`config.mk`:
```
export PLATFORM = sky130hd
export DESIGN_NAME = rc_receiver_frame_decoder
export DESIGN_NICKNAME = d
export VERILOG_FILES = /design/src/design/rcfd_pkg.sv /design/src/design/rcfd_front.sv /design/src/design/rcfd_queue.sv /design/src/design/rcfd_back.sv /design/src/design/rc_receiver_frame_decoder.sv
export SDC_FILE = /design/constraint.sdc
export NUM_CORES = 1
export LEC_CHECK = 0
export BUFFER_PORTS_ARGS = -buffer_cell sky130_fd_sc_hd__buf_2
export CAP_MARGIN = 20
export CORE_MARGIN = 5
export CORE_UTILIZATION = 40
export DETAILED_ROUTE_END_ITERATION = 16
export GPL_ROUTABILITY_DRIVEN = 0
export RECOVER_POWER = 50
export SLEW_MARGIN = 20
export SYNTH_ARGS = -nofsm -noshare
export SYNTH_HDL_FRONTEND = slang
export SYNTH_SLANG_ARGS = --single-unit
```
`constraint.sdc`:
```
create_clock -name aclk -period 10.7 [get_ports aclk]
set_clock_uncertainty 0.15 [all_clocks]
set_input_delay 1.07 -clock aclk [delete_from_list [all_inputs] [get_ports aclk]]
set_output_delay 1.07 -clock aclk [all_outputs]
set_load 0.01 [all_outputs]
```
`src/design/rcfd_pkg.sv`:
```
// Shared constants, types and channel decode function for the receiver frame decoder.
`timescale 1ns / 1ps
package rcfd_pkg;

    localparam int FRAME_BYTES_DEFAULT = 18;
    localparam int KEPT_BYTES          = 15;
    localparam int KEPT_IDX_W          = 4;
    localparam int RAW_W               = KEPT_BYTES * 8;
    localparam int QUEUE_DEPTH         = 2;

    localparam int CHAN_W   = 11;
    localparam int CENT_W   = 12;
    localparam int DBAND_W  = 10;
    localparam int CFG_IDX_W  = 1;
    localparam int CFG_DATA_W = 11;

    localparam logic [CFG_IDX_W-1:0] REG_CENTER_OFFSET = 1'd0;
    localparam logic [CFG_IDX_W-1:0] REG_DEAD_BAND     = 1'd1;

    localparam logic [CHAN_W-1:0]  CENTER_OFFSET_RESET = 11'd1024;
    localparam logic [DBAND_W-1:0] DEAD_BAND_RESET     = 10'd12;

    localparam logic [1:0] SWITCH_LEFT_SAFE  = 2'd1;
    localparam logic [1:0] SWITCH_RIGHT_SAFE = 2'd3;
    localparam logic [1:0] SWITCH_INVALID    = 2'd0;

    typedef logic [RAW_W-1:0] raw_frame_t;

    // Frame handed from front to queue
    typedef struct packed {
        logic       valid;
        raw_frame_t raw;
    } frame_push_t;

    // Queue status seen by the back and the top-level input handshake
    typedef struct packed {
        logic full;
        logic nonempty;
    } queue_stat_t;

    typedef struct packed {
        logic signed [CENT_W-1:0] right_horizontal;
        logic signed [CENT_W-1:0] right_vertical;
        logic signed [CENT_W-1:0] left_horizontal;
        logic signed [CENT_W-1:0] left_vertical;
        logic [1:0]               switch_left;
        logic [1:0]               switch_right;
        logic signed [15:0]       mouse_dx;
        logic signed [15:0]       mouse_dy;
        logic signed [15:0]       mouse_dz;
        logic [15:0]              mouse_buttons;
        logic [7:0]               key_bits;
        logic                     frame_error;
    } record_t;

    // Centre a raw stick value and apply the deadband
    function automatic logic signed [CENT_W-1:0] centre_channel(
        input logic [CHAN_W-1:0]  raw,
        input logic [CHAN_W-1:0]  offset,
        input logic [DBAND_W-1:0] band
    );
        logic signed [CENT_W-1:0] v;
        logic signed [CENT_W:0]   v_ext;
        logic signed [CENT_W:0]   b_ext;
        v     = $signed({1'b0, raw}) - $signed({1'b0, offset});
        v_ext = {v[CENT_W-1], v};
        b_ext = $signed({3'b000, band});
        if (v_ext < b_ext && v_ext > -b_ext) begin
            v = '0;
        end
        return v;
    endfunction

endpackage

```
`src/design/rcfd_front.sv`:
```
// Front end: tracks byte position, keeps frame bytes and pushes a complete raw frame.
`timescale 1ns / 1ps
module rcfd_front #(
    parameter int FRAME_BYTES = rcfd_pkg::FRAME_BYTES_DEFAULT
) (
    input  logic                   aclk,
    input  logic                   aresetn,
    input  logic                   byte_accept,
    input  logic [7:0]             frame_byte,
    input  logic                   frame_start,
    output rcfd_pkg::frame_push_t  push
);
    localparam int POS_W = $clog2(FRAME_BYTES + 1);
    localparam logic [POS_W-1:0] POS_IDLE = POS_W'(FRAME_BYTES);
    localparam logic [POS_W-1:0] POS_KEPT = POS_W'(rcfd_pkg::KEPT_BYTES);

    logic [POS_W-1:0] pos_reg, pos_next;
    logic [7:0]       store_reg [rcfd_pkg::KEPT_BYTES];
    logic [POS_W-1:0] pos_cur;
    logic [POS_W-1:0] pos_inc;
    logic             in_frame;
    logic             last_byte;
    rcfd_pkg::raw_frame_t raw_merged;

    assign pos_cur   = frame_start ? '0 : pos_reg;
    assign in_frame  = frame_start || (pos_reg < POS_IDLE);
    assign pos_inc   = pos_cur + POS_W'(1);
    assign last_byte = (pos_inc >= POS_IDLE);

    always_comb begin
        pos_next = pos_reg;
        if (byte_accept && in_frame) begin
            pos_next = last_byte ? POS_IDLE : pos_inc;
        end
    end

    // Current byte bypasses the store when it is itself one of the kept bytes
    always_comb begin
        for (int i = 0; i < rcfd_pkg::KEPT_BYTES; i++) begin
            raw_merged[i*8 +: 8] = (pos_cur == POS_W'(i)) ? frame_byte : store_reg[i];
        end
    end

    assign push.valid = byte_accept && in_frame && last_byte;
    assign push.raw   = raw_merged;

    always_ff @(posedge aclk) begin
        if (!aresetn) begin
            pos_reg <= POS_IDLE;
        end else begin
            pos_reg <= pos_next;
        end
    end

    always_ff @(posedge aclk) begin
        if (byte_accept && in_frame && (pos_cur < POS_KEPT)) begin
            store_reg[pos_cur[rcfd_pkg::KEPT_IDX_W-1:0]] <= frame_byte;
        end
    end

endmodule

```
`src/design/rcfd_queue.sv`:
```
// Short queue of raw frames between front and back.
`timescale 1ns / 1ps
module rcfd_queue (
    input  logic                  aclk,
    input  logic                  aresetn,
    input  rcfd_pkg::frame_push_t push,
    input  logic                  pop,
    output rcfd_pkg::raw_frame_t  head,
    output rcfd_pkg::queue_stat_t stat
);
    localparam int DEPTH = rcfd_pkg::QUEUE_DEPTH;
    localparam int PTR_W = $clog2(DEPTH);
    localparam int CNT_W = $clog2(DEPTH + 1);

    rcfd_pkg::raw_frame_t entry_reg [DEPTH];
    logic [PTR_W-1:0] wptr_reg, wptr_next;
    logic [PTR_W-1:0] rptr_reg, rptr_next;
    logic [CNT_W-1:0] count_reg, count_next;
    logic             do_push;
    logic             do_pop;

    assign stat.full     = (count_reg == CNT_W'(DEPTH));
    assign stat.nonempty = (count_reg != '0);
    assign do_push       = push.valid && !stat.full;
    assign do_pop        = pop && stat.nonempty;
    assign head          = entry_reg[rptr_reg];

    always_comb begin
        wptr_next  = wptr_reg;
        rptr_next  = rptr_reg;
        count_next = count_reg;
        if (do_push) begin
            wptr_next = (wptr_reg == PTR_W'(DEPTH - 1)) ? '0 : wptr_reg + PTR_W'(1);
        end
        if (do_pop) begin
            rptr_next = (rptr_reg == PTR_W'(DEPTH - 1)) ? '0 : rptr_reg + PTR_W'(1);
        end
        if (do_push && !do_pop) begin
            count_next = count_reg + CNT_W'(1);
        end else if (do_pop && !do_push) begin
            count_next = count_reg - CNT_W'(1);
        end
    end

    always_ff @(posedge aclk) begin
        if (!aresetn) begin
            wptr_reg  <= '0;
            rptr_reg  <= '0;
            count_reg <= '0;
        end else begin
            wptr_reg  <= wptr_next;
            rptr_reg  <= rptr_next;
            count_reg <= count_next;
        end
    end

    always_ff @(posedge aclk) begin
        if (do_push) begin
            entry_reg[wptr_reg] <= push.raw;
        end
    end

    a_count_bound: assert property (@(posedge aclk) disable iff (!aresetn)
        count_reg <= CNT_W'(DEPTH))
        else $error("queue count above depth");

    a_no_push_full: assert property (@(posedge aclk) disable iff (!aresetn)
        stat.full |-> !push.valid)
        else $error("frame pushed into full queue");

    a_count_up: assert property (@(posedge aclk) disable iff (!aresetn)
        (do_push && !do_pop) |=> count_reg == $past(count_reg) + CNT_W'(1))
        else $error("queue count did not follow push");

endmodule

```
`src/design/rcfd_back.sv`:
```
// Back end: decodes a queued raw frame into the output record register.
`timescale 1ns / 1ps
module rcfd_back (
    input  logic                                aclk,
    input  logic                                aresetn,
    input  rcfd_pkg::raw_frame_t                head,
    input  rcfd_pkg::queue_stat_t               stat,
    input  logic [rcfd_pkg::CHAN_W-1:0]         center_offset,
    input  logic [rcfd_pkg::DBAND_W-1:0]        dead_band,
    output logic                                pop,
    output logic                                out_valid,
    input  logic                                out_ready,
    output rcfd_pkg::record_t                   record
);
    logic              valid_reg, valid_next;
    rcfd_pkg::record_t record_reg;
    rcfd_pkg::record_t decoded;
    logic [1:0]        s1;
    logic [1:0]        s2;

    assign s1 = head[47:46];
    assign s2 = head[45:44];

    always_comb begin
        decoded = '0;
        if (s1 == rcfd_pkg::SWITCH_INVALID || s2 == rcfd_pkg::SWITCH_INVALID) begin
            decoded.switch_left  = rcfd_pkg::SWITCH_LEFT_SAFE;
            decoded.switch_right = rcfd_pkg::SWITCH_RIGHT_SAFE;
            decoded.frame_error  = 1'b1;
        end else begin
            // Four 11-bit channels packed back to back from bit 0
            decoded.right_horizontal =
                rcfd_pkg::centre_channel(head[10:0], center_offset, dead_band);
            decoded.right_vertical =
                rcfd_pkg::centre_channel(head[21:11], center_offset, dead_band);
            decoded.left_horizontal =
                rcfd_pkg::centre_channel(head[32:22], center_offset, dead_band);
            decoded.left_vertical =
                rcfd_pkg::centre_channel(head[43:33], center_offset, dead_band);
            decoded.switch_left   = s1;
            decoded.switch_right  = s2;
            decoded.mouse_dx      = head[63:48];
            decoded.mouse_dy      = head[79:64];
            decoded.mouse_dz      = head[95:80];
            decoded.mouse_buttons = head[111:96];
            decoded.key_bits      = head[119:112];
            decoded.frame_error   = 1'b0;
        end
    end

    assign pop = stat.nonempty && (!valid_reg || out_ready);

    always_comb begin
        valid_next = valid_reg;
        if (pop) begin
            valid_next = 1'b1;
        end else if (out_ready) begin
            valid_next = 1'b0;
        end
    end

    always_ff @(posedge aclk) begin
        if (!aresetn) begin
            valid_reg <= 1'b0;
        end else begin
            valid_reg <= valid_next;
        end
    end

    always_ff @(posedge aclk) begin
        if (pop) begin
            record_reg <= decoded;
        end
    end

    assign out_valid = valid_reg;
    assign record    = record_reg;

endmodule

```
`src/design/rc_receiver_frame_decoder.sv`:
```
// Top level of the receiver frame decoder: config registers, front, queue and back.
// A frame is written into the queue when its last byte is taken; its record is then registered for m_tvalid.
// Throughput: one byte per cycle; s_tready drops only when both queue slots hold frames.
// The queue write and the output register set the latency; decode fits between them.
// Reset (aresetn low, synchronous): position goes idle, queue empties, output invalid,
// center_offset returns to 1024 and dead_band to 12. Frame bytes are not cleared.
`timescale 1ns / 1ps
module rc_receiver_frame_decoder #(
    parameter int FRAME_BYTES = rcfd_pkg::FRAME_BYTES_DEFAULT
) (
    input  logic                                aclk,
    input  logic                                aresetn,
    // Byte stream in
    input  logic                                s_tvalid,
    output logic                                s_tready,
    input  logic [7:0]                          s_tdata,   // [7:0] frame_byte
    input  logic                                s_tuser,   // [0] frame_start
    // Decoded records out
    output logic                                m_tvalid,
    input  logic                                m_tready,
    // [11:0] right_horizontal, [23:12] right_vertical, [35:24] left_horizontal,
    // [47:36] left_vertical, [49:48] switch_left, [51:50] switch_right,
    // [67:52] mouse_dx, [83:68] mouse_dy, [99:84] mouse_dz,
    // [115:100] mouse_buttons, [123:116] key_bits, [127:124] zero
    output logic [127:0]                        m_tdata,
    output logic                                m_tuser,   // [0] frame_error
    // Register writes
    input  logic                                cfg_valid,
    output logic                                cfg_ready,
    input  logic [rcfd_pkg::CFG_IDX_W-1:0]      cfg_index,
    input  logic [rcfd_pkg::CFG_DATA_W-1:0]     cfg_data
);
    logic [rcfd_pkg::CHAN_W-1:0]  center_offset_reg;
    logic [rcfd_pkg::DBAND_W-1:0] dead_band_reg;
    logic                         cfg_write;
    logic                         byte_accept;

    rcfd_pkg::frame_push_t push;
    rcfd_pkg::raw_frame_t  head;
    rcfd_pkg::queue_stat_t stat;
    logic                  pop;
    rcfd_pkg::record_t     record;

    // Register writes are always taken
    assign cfg_ready = 1'b1;
    assign cfg_write = cfg_valid && cfg_ready;

    always_ff @(posedge aclk) begin
        if (!aresetn) begin
            center_offset_reg <= rcfd_pkg::CENTER_OFFSET_RESET;
            dead_band_reg     <= rcfd_pkg::DEAD_BAND_RESET;
        end else if (cfg_write) begin
            unique case (cfg_index)
                rcfd_pkg::REG_CENTER_OFFSET: center_offset_reg <= cfg_data;
                rcfd_pkg::REG_DEAD_BAND:     dead_band_reg <= cfg_data[rcfd_pkg::DBAND_W-1:0];
                default: ;
            endcase
        end
    end

    // Bytes are taken whenever a queue slot is free, so a stalled output
    // only holds the input once two finished frames are waiting.
    assign s_tready    = !stat.full;
    assign byte_accept = s_tvalid && s_tready;

    rcfd_front #(
        .FRAME_BYTES (FRAME_BYTES)
    ) u_front (
        .aclk        (aclk),
        .aresetn     (aresetn),
        .byte_accept (byte_accept),
        .frame_byte  (s_tdata),
        .frame_start (s_tuser),
        .push        (push)
    );

    rcfd_queue u_queue (
        .aclk    (aclk),
        .aresetn (aresetn),
        .push    (push),
        .pop     (pop),
        .head    (head),
        .stat    (stat)
    );

    rcfd_back u_back (
        .aclk          (aclk),
        .aresetn       (aresetn),
        .head          (head),
        .stat          (stat),
        .center_offset (center_offset_reg),
        .dead_band     (dead_band_reg),
        .pop           (pop),
        .out_valid     (m_tvalid),
        .out_ready     (m_tready),
        .record        (record)
    );

    // Pack the record, first field in the low bits
    assign m_tdata = {4'b0000,
                      record.key_bits,
                      record.mouse_buttons,
                      record.mouse_dz,
                      record.mouse_dy,
                      record.mouse_dx,
                      record.switch_right,
                      record.switch_left,
                      record.left_vertical,
                      record.left_horizontal,
                      record.right_vertical,
                      record.right_horizontal};
    assign m_tuser = record.frame_error;

endmodule
```
; Word-level counts from Yosys, hierarchy flattened
; Memory sizes are Yosys's and may differ from the RTL's. A register that Yosys moved wholly into a read port is not among the register bits.
; Index checks and enable logic that the tools add are counted.
[totals]
register_bits = 156
mem_bits_rw = 360
memories = 2
output_inout_bits = 132
wordCells = 120
[mem_list]
columns = name, depth, word_bits, read_ports, rd_clocked_by_memory_dff, wr, line
row1 = u_queue.entry_reg, 2, 120, 1, 1, 1, rcfd_queue.sv:15  ; rcfd_pkg::raw_frame_t entry_reg [DEPTH];
row2 = u_front.store_reg, 15, 8, 15, 0, 1, rcfd_front.sv:18  ; logic [7:0] store_reg [rcfd_pkg::KEPT_BYTES];
[classes]
mux = 30
n_eq_ne = 15
magnitude_cmp = 11
bitwise = 1
add_sub_neg = 10
reduce_logical = 32
[op_table]
columns = cell, n
row1 = 2-to-1 mux 8 bit, 15
row2 = > comparator 12 x 13 -> 1 bit, 4
row3 = less-than comparator 12 x 11 -> 1 bit, 4
row4 = subtractor 11 x 11 -> 12 bit, 4
row5 = == test 5 x 4 -> 1 bit (second input constant), 7
row6 = == test 5 x 3 -> 1 bit (second input constant), 4
row7 = logical AND 1 bit, 13
row8 = negation 10 -> 13 bit, 1
row9 = 2-to-1 mux 1 bit, 11
row10 = == test 5 x 2 -> 1 bit (second input constant), 2
row11 = 2-to-1 mux 5 bit, 2
row12 = OR reduction 2 bit, 4
row13 = nonzero test 2 bit, 3
row14 = adder 5 x 1 -> 5 bit (second input constant), 1
row15 = == test 5 x 1 -> 1 bit (second input constant), 1
row16 = greater-or-equal comparator 5 bit (second input constant), 1
row17 = zero test 5 bit, 1
row18 = less-than comparator 5 x 4 -> 1 bit (second input constant), 1
row19 = less-than comparator 5 bit (second input constant), 1
row20 = zero test 1 bit, 4
row21 = zero test 2 bit, 2
row22 = 2-to-1 mux 2 bit, 2
row23 = AND reduction 2 bit, 2
row24 = logical OR 1 bit, 3
row25 = 5 further kinds, 6

; Longest topological paths before layout
; Gate-level depths: netlist (run 1).
[depth]
depth_word = 10
mapped_depth = 21
mapped_depth_nobuf = 18

; Modules after synthesis
; Synthesis (run 1) repeated with hierarchy kept, for this count alone.
[unflattened]
hier_cells = 1639
area_unflattened_um2 = 24202.0
[by_module_without_submodules]
columns = mod, cells_each, area_each_um2, seq_area_each_um2, n_inst
row1 = rcfd_queue, 398, 8924.8, 7307.0, 1
row2 = rcfd_back, 804, 8738.4, 3773.6, 1
row3 = rcfd_front, 345, 5654.2, 3703.6, 1
row4 = rc_receiver_frame_decoder, 92, 884.6, 420.4, 1

; Least setup slack after synthesis (run 1)
; OpenSTA, ideal clock, no wires.
[synth_timing]
path_type = input -> register
from = input s_tuser
to = memory u_queue.entry_reg[0][0] (netlist bit), enable pin
n_path_buf = 2
stages = 9
arrival_ns = 7.578
setup_time_ns = 0.602
setup_slack_ns = 2.369
cell_sequence = clkbuf_1 > nand2b_1 > inv_1 > ha_1 > clkbuf_1 > xor2_1 > nor4b_1 > or3_1 > nor2_1
[synth_between]
elab_chain_cells = 7
[synth_rtl]
columns = item, line
row1 = "start, declared", rc_receiver_frame_decoder.sv:17  ; input logic s_tuser,
row2 = 2-to-1 mux 5 bit, rcfd_front.sv:25  ; assign pos_cur = frame_start ? '0 : pos_reg;
row3 = adder 5 x 1 -> 5 bit, rcfd_front.sv:27  ; assign pos_inc = pos_cur + POS_W'(1);
row4 = greater-or-equal comparator 5 bit, rcfd_front.sv:28  ; assign last_byte = (pos_inc >= POS_IDLE);
row5 = logical AND 1 bit *, rcfd_front.sv:44  ; assign push.valid = byte_accept && in_frame && last_byte;
row6 = logical AND 1 bit *, rcfd_queue.sv:24  ; assign do_push = push.valid && !stat.full;
row7 = 2-to-1 mux 1 bit *, rcfd_queue.sv:58  ; if (do_push) begin
row8 = 2-to-1 mux 1 bit (implied by the code) *, rcfd_queue.sv:59  ; entry_reg[wptr_reg] <= push.raw;
row9 = "end, declared", rcfd_queue.sv:15
; Mark *: on every way between the ends. The rest lies on a longest branch, timed or not.

==> flow_summary_export.csv, run 1 <==
group,metric,value,unit
die,fp.dieW,254,µm
final_layout,finalNonFillerCells,2631,
route,wire_per_inst,20.4,µm
worst_hold_path,min_from,"center_offset_reg[7]",
global_route,grt_start_max_net_pins,75,
sta,fmax,158,MHz
clock_tree,clock_latency,0.61,ns
logic_synthesis,avgSynthCellArea,14.4,µm²
power_and_ir_drop,switching_power,1970,µW
clock_tree,cts_setup_buffers,0,
final_layout,fin_util,0.457,
final_layout,nets,1986,
logic_synthesis,synth_seq_area_share,0.640,
clock_tree,cts_resized,0,
die,num_rows,89,
global_route,grt_pass1_wl,81700,µm
outcome,violations,"capacitance limit, slew limit",
route,via_count,13700,
worst_setup_path,start_kind,"flop",
die,fp.coreArea,58900,µm²
clock_tree,hold_buffers,0,
clock_tree,path_clk_slew,0.06,ns
placed_design,portBuffers,152,
worst_setup_path,cp_slowest_stage_delay,1.02,ns
clock_tree,htreeDepth,2,
final_layout,areaGrowthSynthToFinish,13.2,%
clock_tree,cts-root-buf,"clkbuf_16",
placed_design,post-dp-hpwl,35800,µm
power_and_ir_drop,p_int,4260,µW
logic_synthesis,syn_area,23800,µm²
sta,hold_viol,0,
worst_setup_path,setup.worst_path.end_class,"flop",
worst_setup_path,worstPathArrival,6.49,ns
route,ant_nets,0,
global_route,use_met2,0.280,
power_and_ir_drop,comb_power_share,0.270,
route,via_per_inst,5.22,
job,maxCapViolCount,9,
sta,drv_slew,315,
logic_synthesis,postSynthCellCount,1651,
worst_setup_path,worstPathMaxFanout,66,
sta,slew_headroom,-1.73,
global_route,busiest_layer,"met2",
route,drtIter0Drc,679,
sta,period_needed,6.32,ns
sta,grt_setup_unrepaired,"false",
power_and_ir_drop,vdd_drop_max,0.000150,V
sta,fin_crit_sh,0.591,
final_layout,nFillCells,5262,
logic_synthesis,netlist-cell-type-count,70,
clock_tree,cts_tree,"built",
worst_setup_path,crit_top_cell,"nor2_1",
power_and_ir_drop,swShare,0.317,
route,drt_first_pass_iters,5,
power_and_ir_drop,p_leak,0.00935,µW
logic_synthesis,synth_edf_count,485,
logic_synthesis,yosys_warnings,0,
clock_tree,cts_sinks,517,
sta,finalSetupViolCount,0,
sta,fin_hold_ws,0.323,ns
global_route,grt-ovfl-total,0,
worst_setup_path,crit_type,"flop to flop",
die,start_util,0.403,
power_and_ir_drop,p_seq_frac,0.440,
sta,fin_setup_tns,0,ns
worst_hold_path,hp-class,"flop to flop",
sta,worst_slew_pin_slew,4.09,ns
logic_synthesis,ys_ff_latch,517,
global_route,grt_use_met1,0.215,
global_route,grt_util_met3,0.0252,
clock_tree,clk_path_buf_depth,3,
final_layout,largest_reg_flops,240,
logic_synthesis,synth-async-reset-ratio,0,
final_layout,drive_gt1_frac,0.128,
global_route,grt_use_total,0.164,
die,fp.dieH,254,µm
power_and_ir_drop,clkPwrFrac,0.290,
worst_setup_path,cp.required,10.87,ns
die,io_pins,158,
global_route,grt_pass1_vias,14100,
route,routed_wl,53800,µm
route,drc,0,
placed_design,dpl.cell_count,2534,
clock_tree,cts_buffers,53,
outcome,status,"finished with violations",
power_and_ir_drop,p_per_area,232,nW/µm²
die,die_area,64400,µm²
worst_setup_path,rrSetupSlack,4.38,ns
global_route,antenna_found_initial,1,
worst_setup_path,path_cells,"buf_4 > mux2_2 > ha_1 > or4_1 > a31oi_2 > nor2_1 > a31o_2 > nor2_1 > ha_1 > and2_1 > a221oi_1 > o21ai_0 > or4_4 > a31oi_4 > nor2_1",
worst_setup_path,crit_slowest_cell,"dfxtp_4",
logic_synthesis,synth-main-ff-cell,"edfxtp_1",
-- area by class of cell --
cell class | count | area (µm²) | area share
Sequential cell | 517 | 15200 | 0.565
Multi-Input combinational cell | 1031 | 8160 | 0.303
Clock buffer | 66 | 1400 | 0.0519
Tap cell | 773 | 967 | 0.0360
Timing Repair Buffer | 162 | 662 | 0.0246
Clock inverter | 30 | 308 | 0.0114
Inverter | 51 | 191 | 0.00712
Antenna cell | 1 | 2.50 | 0.0000930
-- power groups by stage --
| stage | combinational (µW) | clock [µW] | sequential, µW |
|---|---|---|---|
| finish | 1680 | 1810 | 2740 |
| global route | 1870 | 1940 | 2780 |
| CTS | 1770 | 1850 | 2730 |
| detailed placement | 1750 | 0 | 2770 |
| global placement | 1720 | 0 | 2770 |
| floorplan | 1030 | 0 | 2900 |
-- worst max-delay path: cells and delay by family, from the launching register on --
| kind | cells | cell delay (ns) |
|---|---|---|
| mux | 1 | 0.43 |
| flops | 1 | 1.02 |
| simple gates | 6 | 1.53 |
| buf+inv | 1 | 0.92 |
| compound gates | 5 | 1.43 |
| fa+ha+maj | 2 | 0.51 |
-- path summary, 6_finish.rpt --
path | to | cells after the start
max | u_back.record[106] | 15
min | center_offset_reg[7] | 2
max reg2reg | u_back.record[106] | 15
min reg2reg | center_offset_reg[7] | 2
-- layout by cell type (no fill, tap or decap), types with 7 or more instances in the layout --
| cell type | n |
|---|---|
| buf_2 | 16 |
| mux2i_1 | 82 |
| clkbuf_1 | 148 |
| inv_1 | 50 |
| nor3_1 | 17 |
| a21o_1 | 12 |
| mux2_2 | 117 |
| mux2_1 | 42 |
| clkbuf_16 | 53 |
| nor2_1 | 148 |
| nand2_1 | 99 |
| nand2b_1 | 15 |
| a21oi_1 | 40 |
| edfxtp_1 | 485 |
| buf_4 | 9 |
| dfxtp_1 | 31 |
| o211ai_1 | 10 |
| nor2b_1 | 29 |
| ha_1 | 140 |
| nand3_1 | 18 |
| a211oi_1 | 18 |
| o2111ai_1 | 8 |
| and2_1 | 8 |
| nand4_1 | 8 |
| a21boi_0 | 21 |
| xor2_1 | 19 |
| xnor2_1 | 24 |
| o21ai_0 | 32 |
| nor3b_1 | 7 |
| clkinv_1 | 10 |
| o21a_1 | 22 |
-- stage by stage --
step / total power [µW] / setup slack [ns] / instance area, µm²
6_report: 6230 / 4.38 / 26900
5_1_grt: 6590 / 4.01 / 26900
4_1_cts: 6350 / 4.28 / 27100
3_5_place_dp: 4520 / 4.33 / 25400
3_3_place_gp: 4490 / 4.42 / 25400
2_1_floorplan: 3930 / 2.37 / 23800
-- cell usage after synthesis, drive strengths merged (18+ instances only) --
cell	count	share of area
xnor2	24	0.0088
o21a	22	0.0070
mux2i	82	0.035
mux2	159	0.075
a21boi	21	0.0066
nand2	99	0.016
inv	51	0.0081
a211oi	20	0.0067
ha	140	0.074
dfxtp	32	0.027
clkbuf	48	0.0076
o21ai	36	0.0077
nor2	150	0.024
nand3	18	0.0038
xor2	19	0.0070
a21oi	41	0.0088
nor2b	29	0.0076
edfxtp	485	0.61
-- cell families (layout without fill, tap and decap cells) --
kind of cell               after synthesis  in the layout  synth area share
and+or+nand+nor                        382            382            0.0744
buffers and inverters                  106            309            0.0176
muxes                                  241            241             0.110
other                                    2              6          0.000316
adders and majority gates              144            144            0.0771
AOI/OAI and AO/OA                      216            216            0.0647
xor gates and xnor gates                43             43            0.0159
DFF                                    517            517             0.640
-- layer usage --
metal / vias to the layer above / wire (µm)
met2: 291 / 26200
met3: 97 / 2110
met4: 2 / 1570
met5: - / 13
met1: 6766 / 23800
li1: 6575 / -
Note: power is estimated with default switching activity, not from simulation.
==> run 2, diff against run 1 <==
- clock period: 10.7 -> 5.99 ns (I/O delays scaled with it)
==> run 2 against run 1 <==
Effect of this change:
- first-iteration DRC count rose by 11%
- fmax rose by 25%
- hold slack got worse by 0.24 ns
- the flow still finishes with violations (capacitance limit, slew limit)
- via count fell by 0.82%
- final cell count rose by 0.19%
- largest cell class unchanged
- total power rose by 79%
- wire length fell by 0.95%
- global-route usage fell by 0.11 points
- sequential cell count did not move
- critical path depth rose by 3
==> flow_summary_export.csv, run 2 (synthesis gave the netlist of run 1 again) <==
group,metric,value,unit
job,maxCapViolCount,11,
clock_tree,clk_path_buf_depth,3,
final_layout,fin_util,0.458,
worst_setup_path,worstPathArrival,5.23,ns
worst_setup_path,crit_family,"simple AND/OR/NAND/NOR gates",
clock_tree,cts_setup_buffers,0,
worst_setup_path,path_cells,"buf_4 > mux2i_1 > ha_1 > inv_1 > fa_1 > a21oi_1 > a2bb2oi_1 > a21oi_1 > mux2i_1 > nand2_1 > ha_1 > and4_1 > nand4_1 > a2bb2oi_1 > o211a_1 > nor2_1 > nor4b_4 > nor2_1",
worst_hold_path,min_from,"cfg_data[10]",
clock_tree,htreeDepth,2,
power_and_ir_drop,vdd_drop_max,0.000249,V
worst_setup_path,rr_endpoint,"u_back.record[79]",
placed_design,post-dp-hpwl,36000,µm
worst_setup_path,cp.required,6.15,ns
route,drtIter0Drc,751,
sta,hold_viol,0,
final_layout,areaGrowthSynthToFinish,13.6,%
clock_tree,hold_buffers,0,
worst_setup_path,worst-path-buf-inv,2,
worst_setup_path,crit_type,"flop to flop",
clock_tree,cts_sinks,517,
worst_setup_path,crit_slowest_cell,"nor4b_4",
power_and_ir_drop,swShare,0.312,
die,fp.coreArea,58900,µm²
worst_hold_path,hp-class,"input port to flop",
die,io_pins,158,
final_layout,finalNonFillerCells,2636,
clock_tree,cts_buffers,53,
global_route,grt_pass1_wl,81400,µm
die,fp.dieH,254,µm
route,wire_per_inst,20.2,µm
sta,fin_setup_tns,0,ns
clock_tree,path_clk_slew,0.06,ns
sta,slew_headroom,-0.762,
power_and_ir_drop,power,11100,µW
route,via_count,13600,
worst_hold_path,whs_endpoint,"center_offset_reg[10]",
worst_setup_path,start_kind,"flop",
global_route,grt_use_total,0.163,
worst_setup_path,cp_slowest_stage_delay,0.51,ns
power_and_ir_drop,p_per_area,412,nW/µm²
global_route,grt_start_max_net_pins,92,
power_and_ir_drop,switching_power,3470,µW
final_layout,nets,1992,
placed_design,dpl.cell_count,2539,
worst_setup_path,reg2reg_depth,18,
worst_setup_path,worstPathMaxFanout,22,
route,drt_first_pass_iters,5,
final_layout,largest_reg_flops,240,
placed_design,portBuffers,152,
global_route,grt_pass1_vias,14000,
worst_setup_path,setup.worst_path.end_class,"flop",
sta,finalSetupViolCount,0,
clock_tree,clock_latency,0.60,ns
final_layout,final_cell_mix,"edfxtp_1, clkbuf_1, nor2_1",
worst_hold_path,min_path_cells,3,
clock_tree,cts_resized,0,
sta,fin_crit_sh,0.845,
outcome,violations,"capacitance limit, slew limit",
final_layout,drive_gt1_frac,0.141,
sta,drv_slew,371,
power_and_ir_drop,clkPwrFrac,0.291,
sta,fmax,197,MHz
die,die_area,64400,µm²
die,start_util,0.403,
sta,worst_slew_pin_slew,2.64,ns
die,fp.dieW,254,µm
power_and_ir_drop,p_seq_frac,0.435,
global_route,grt-ovfl-total,0,
outcome,status,"finished with violations",
sta,grt_setup_unrepaired,"false",
final_layout,final_common_cell,"edfxtp_1",
route,drc,0,
clock_tree,cts-root-buf,"clkbuf_16",
route,ant_nets,0,
global_route,antenna_found_initial,2,
power_and_ir_drop,p_leak,0.00939,µW
power_and_ir_drop,comb_power_share,0.274,
route,via_per_inst,5.17,
route,routed_wl,53300,µm
worst_setup_path,rrSetupSlack,0.93,ns
clock_tree,cts_tree,"built",
die,num_rows,89,
power_and_ir_drop,p_int,7650,µW
sta,period_needed,5.06,ns
-- run 2: cell types whose count changed in the layout (fill, tap and decap cells not counted), moves of 3 or more --
cell      delta
clkinv_1     -5
mux2_2      +22
inv_6        -4
mux2_1      -22
buf_12       +3
clkbuf_1     +7
-- run 2: worst max path at each step --
stage | startpoint | end | slack, ns | depth (start not counted)
finish | flop | u_back.record[79] | 0.93 | 18
global placement | flop | u_back.record[85] | 1.11 | 17
CTS | flop | u_back.record[79] | 0.94 | 17
floorplan | s_tuser | u_queue.entry_reg[0][0] | 0.17 | 9
global route | flop | u_back.record[116] | 0.64 | 17
detailed placement | flop | u_back.record[79] | 0.96 | 17
-- run 2: final cells by class --
type                            count  area, µm²
Antenna cell                        1       2.50
Clock buffer                       74       1460
Clock inverter                     21        262
Fill cell                        5234      31900
Inverter                           51        191
Multi-Input combinational cell   1031       8150
Sequential cell                   517      15200
Tap cell                          773        967
Timing Repair Buffer              168        733
-- run 2: worst reg2reg max path: stages, from the launching register on --
cell and delay [ns]:
dfxtp_4 0.46, buf_4 0.39, mux2i_1 0.26, ha_1 0.19
inv_1 0.05, fa_1 0.40, a21oi_1 0.26, a2bb2oi_1 0.27
a21oi_1 0.17, mux2i_1 0.29, nand2_1 0.18, ha_1 0.35
and4_1 0.20, nand4_1 0.09, a2bb2oi_1 0.18, o211a_1 0.19
nor2_1 0.08, nor4b_4 0.51, nor2_1 0.13
-- run 2: power groups by stage --
stage               Clock (µW)  Sequential [µW]  Combinational [µW]
finish                    3240             4840                3050
global route              3480             4900                3390
CTS                       3320             4820                3210
detailed placement           0             4890                3190
global placement             0             4890                3120
floorplan                    0             5140                1840
-- run 2: per-stage QoR --
step	setup WS [ns]	area [µm²]	hold slack, ns
6_report	0.926	27000	0.0815
5_1_grt	0.638	27000	0.0565
4_1_cts	0.936	27200	0.0407
3_5_place_dp	0.962	25400	0.311
3_3_place_gp	1.11	25400	0.311
2_1_floorplan	0.167	23800	0.293
-- run 2: per-layer routing --
metal  vias to the layer above  global-route usage  wire length (µm)
li1                       6550                   -                 -
met1                      6653               0.213             23300
met2                       311               0.280             26100
met3                       103              0.0247              2220
met4                         2              0.0531              1670
met5                         -                   0                11
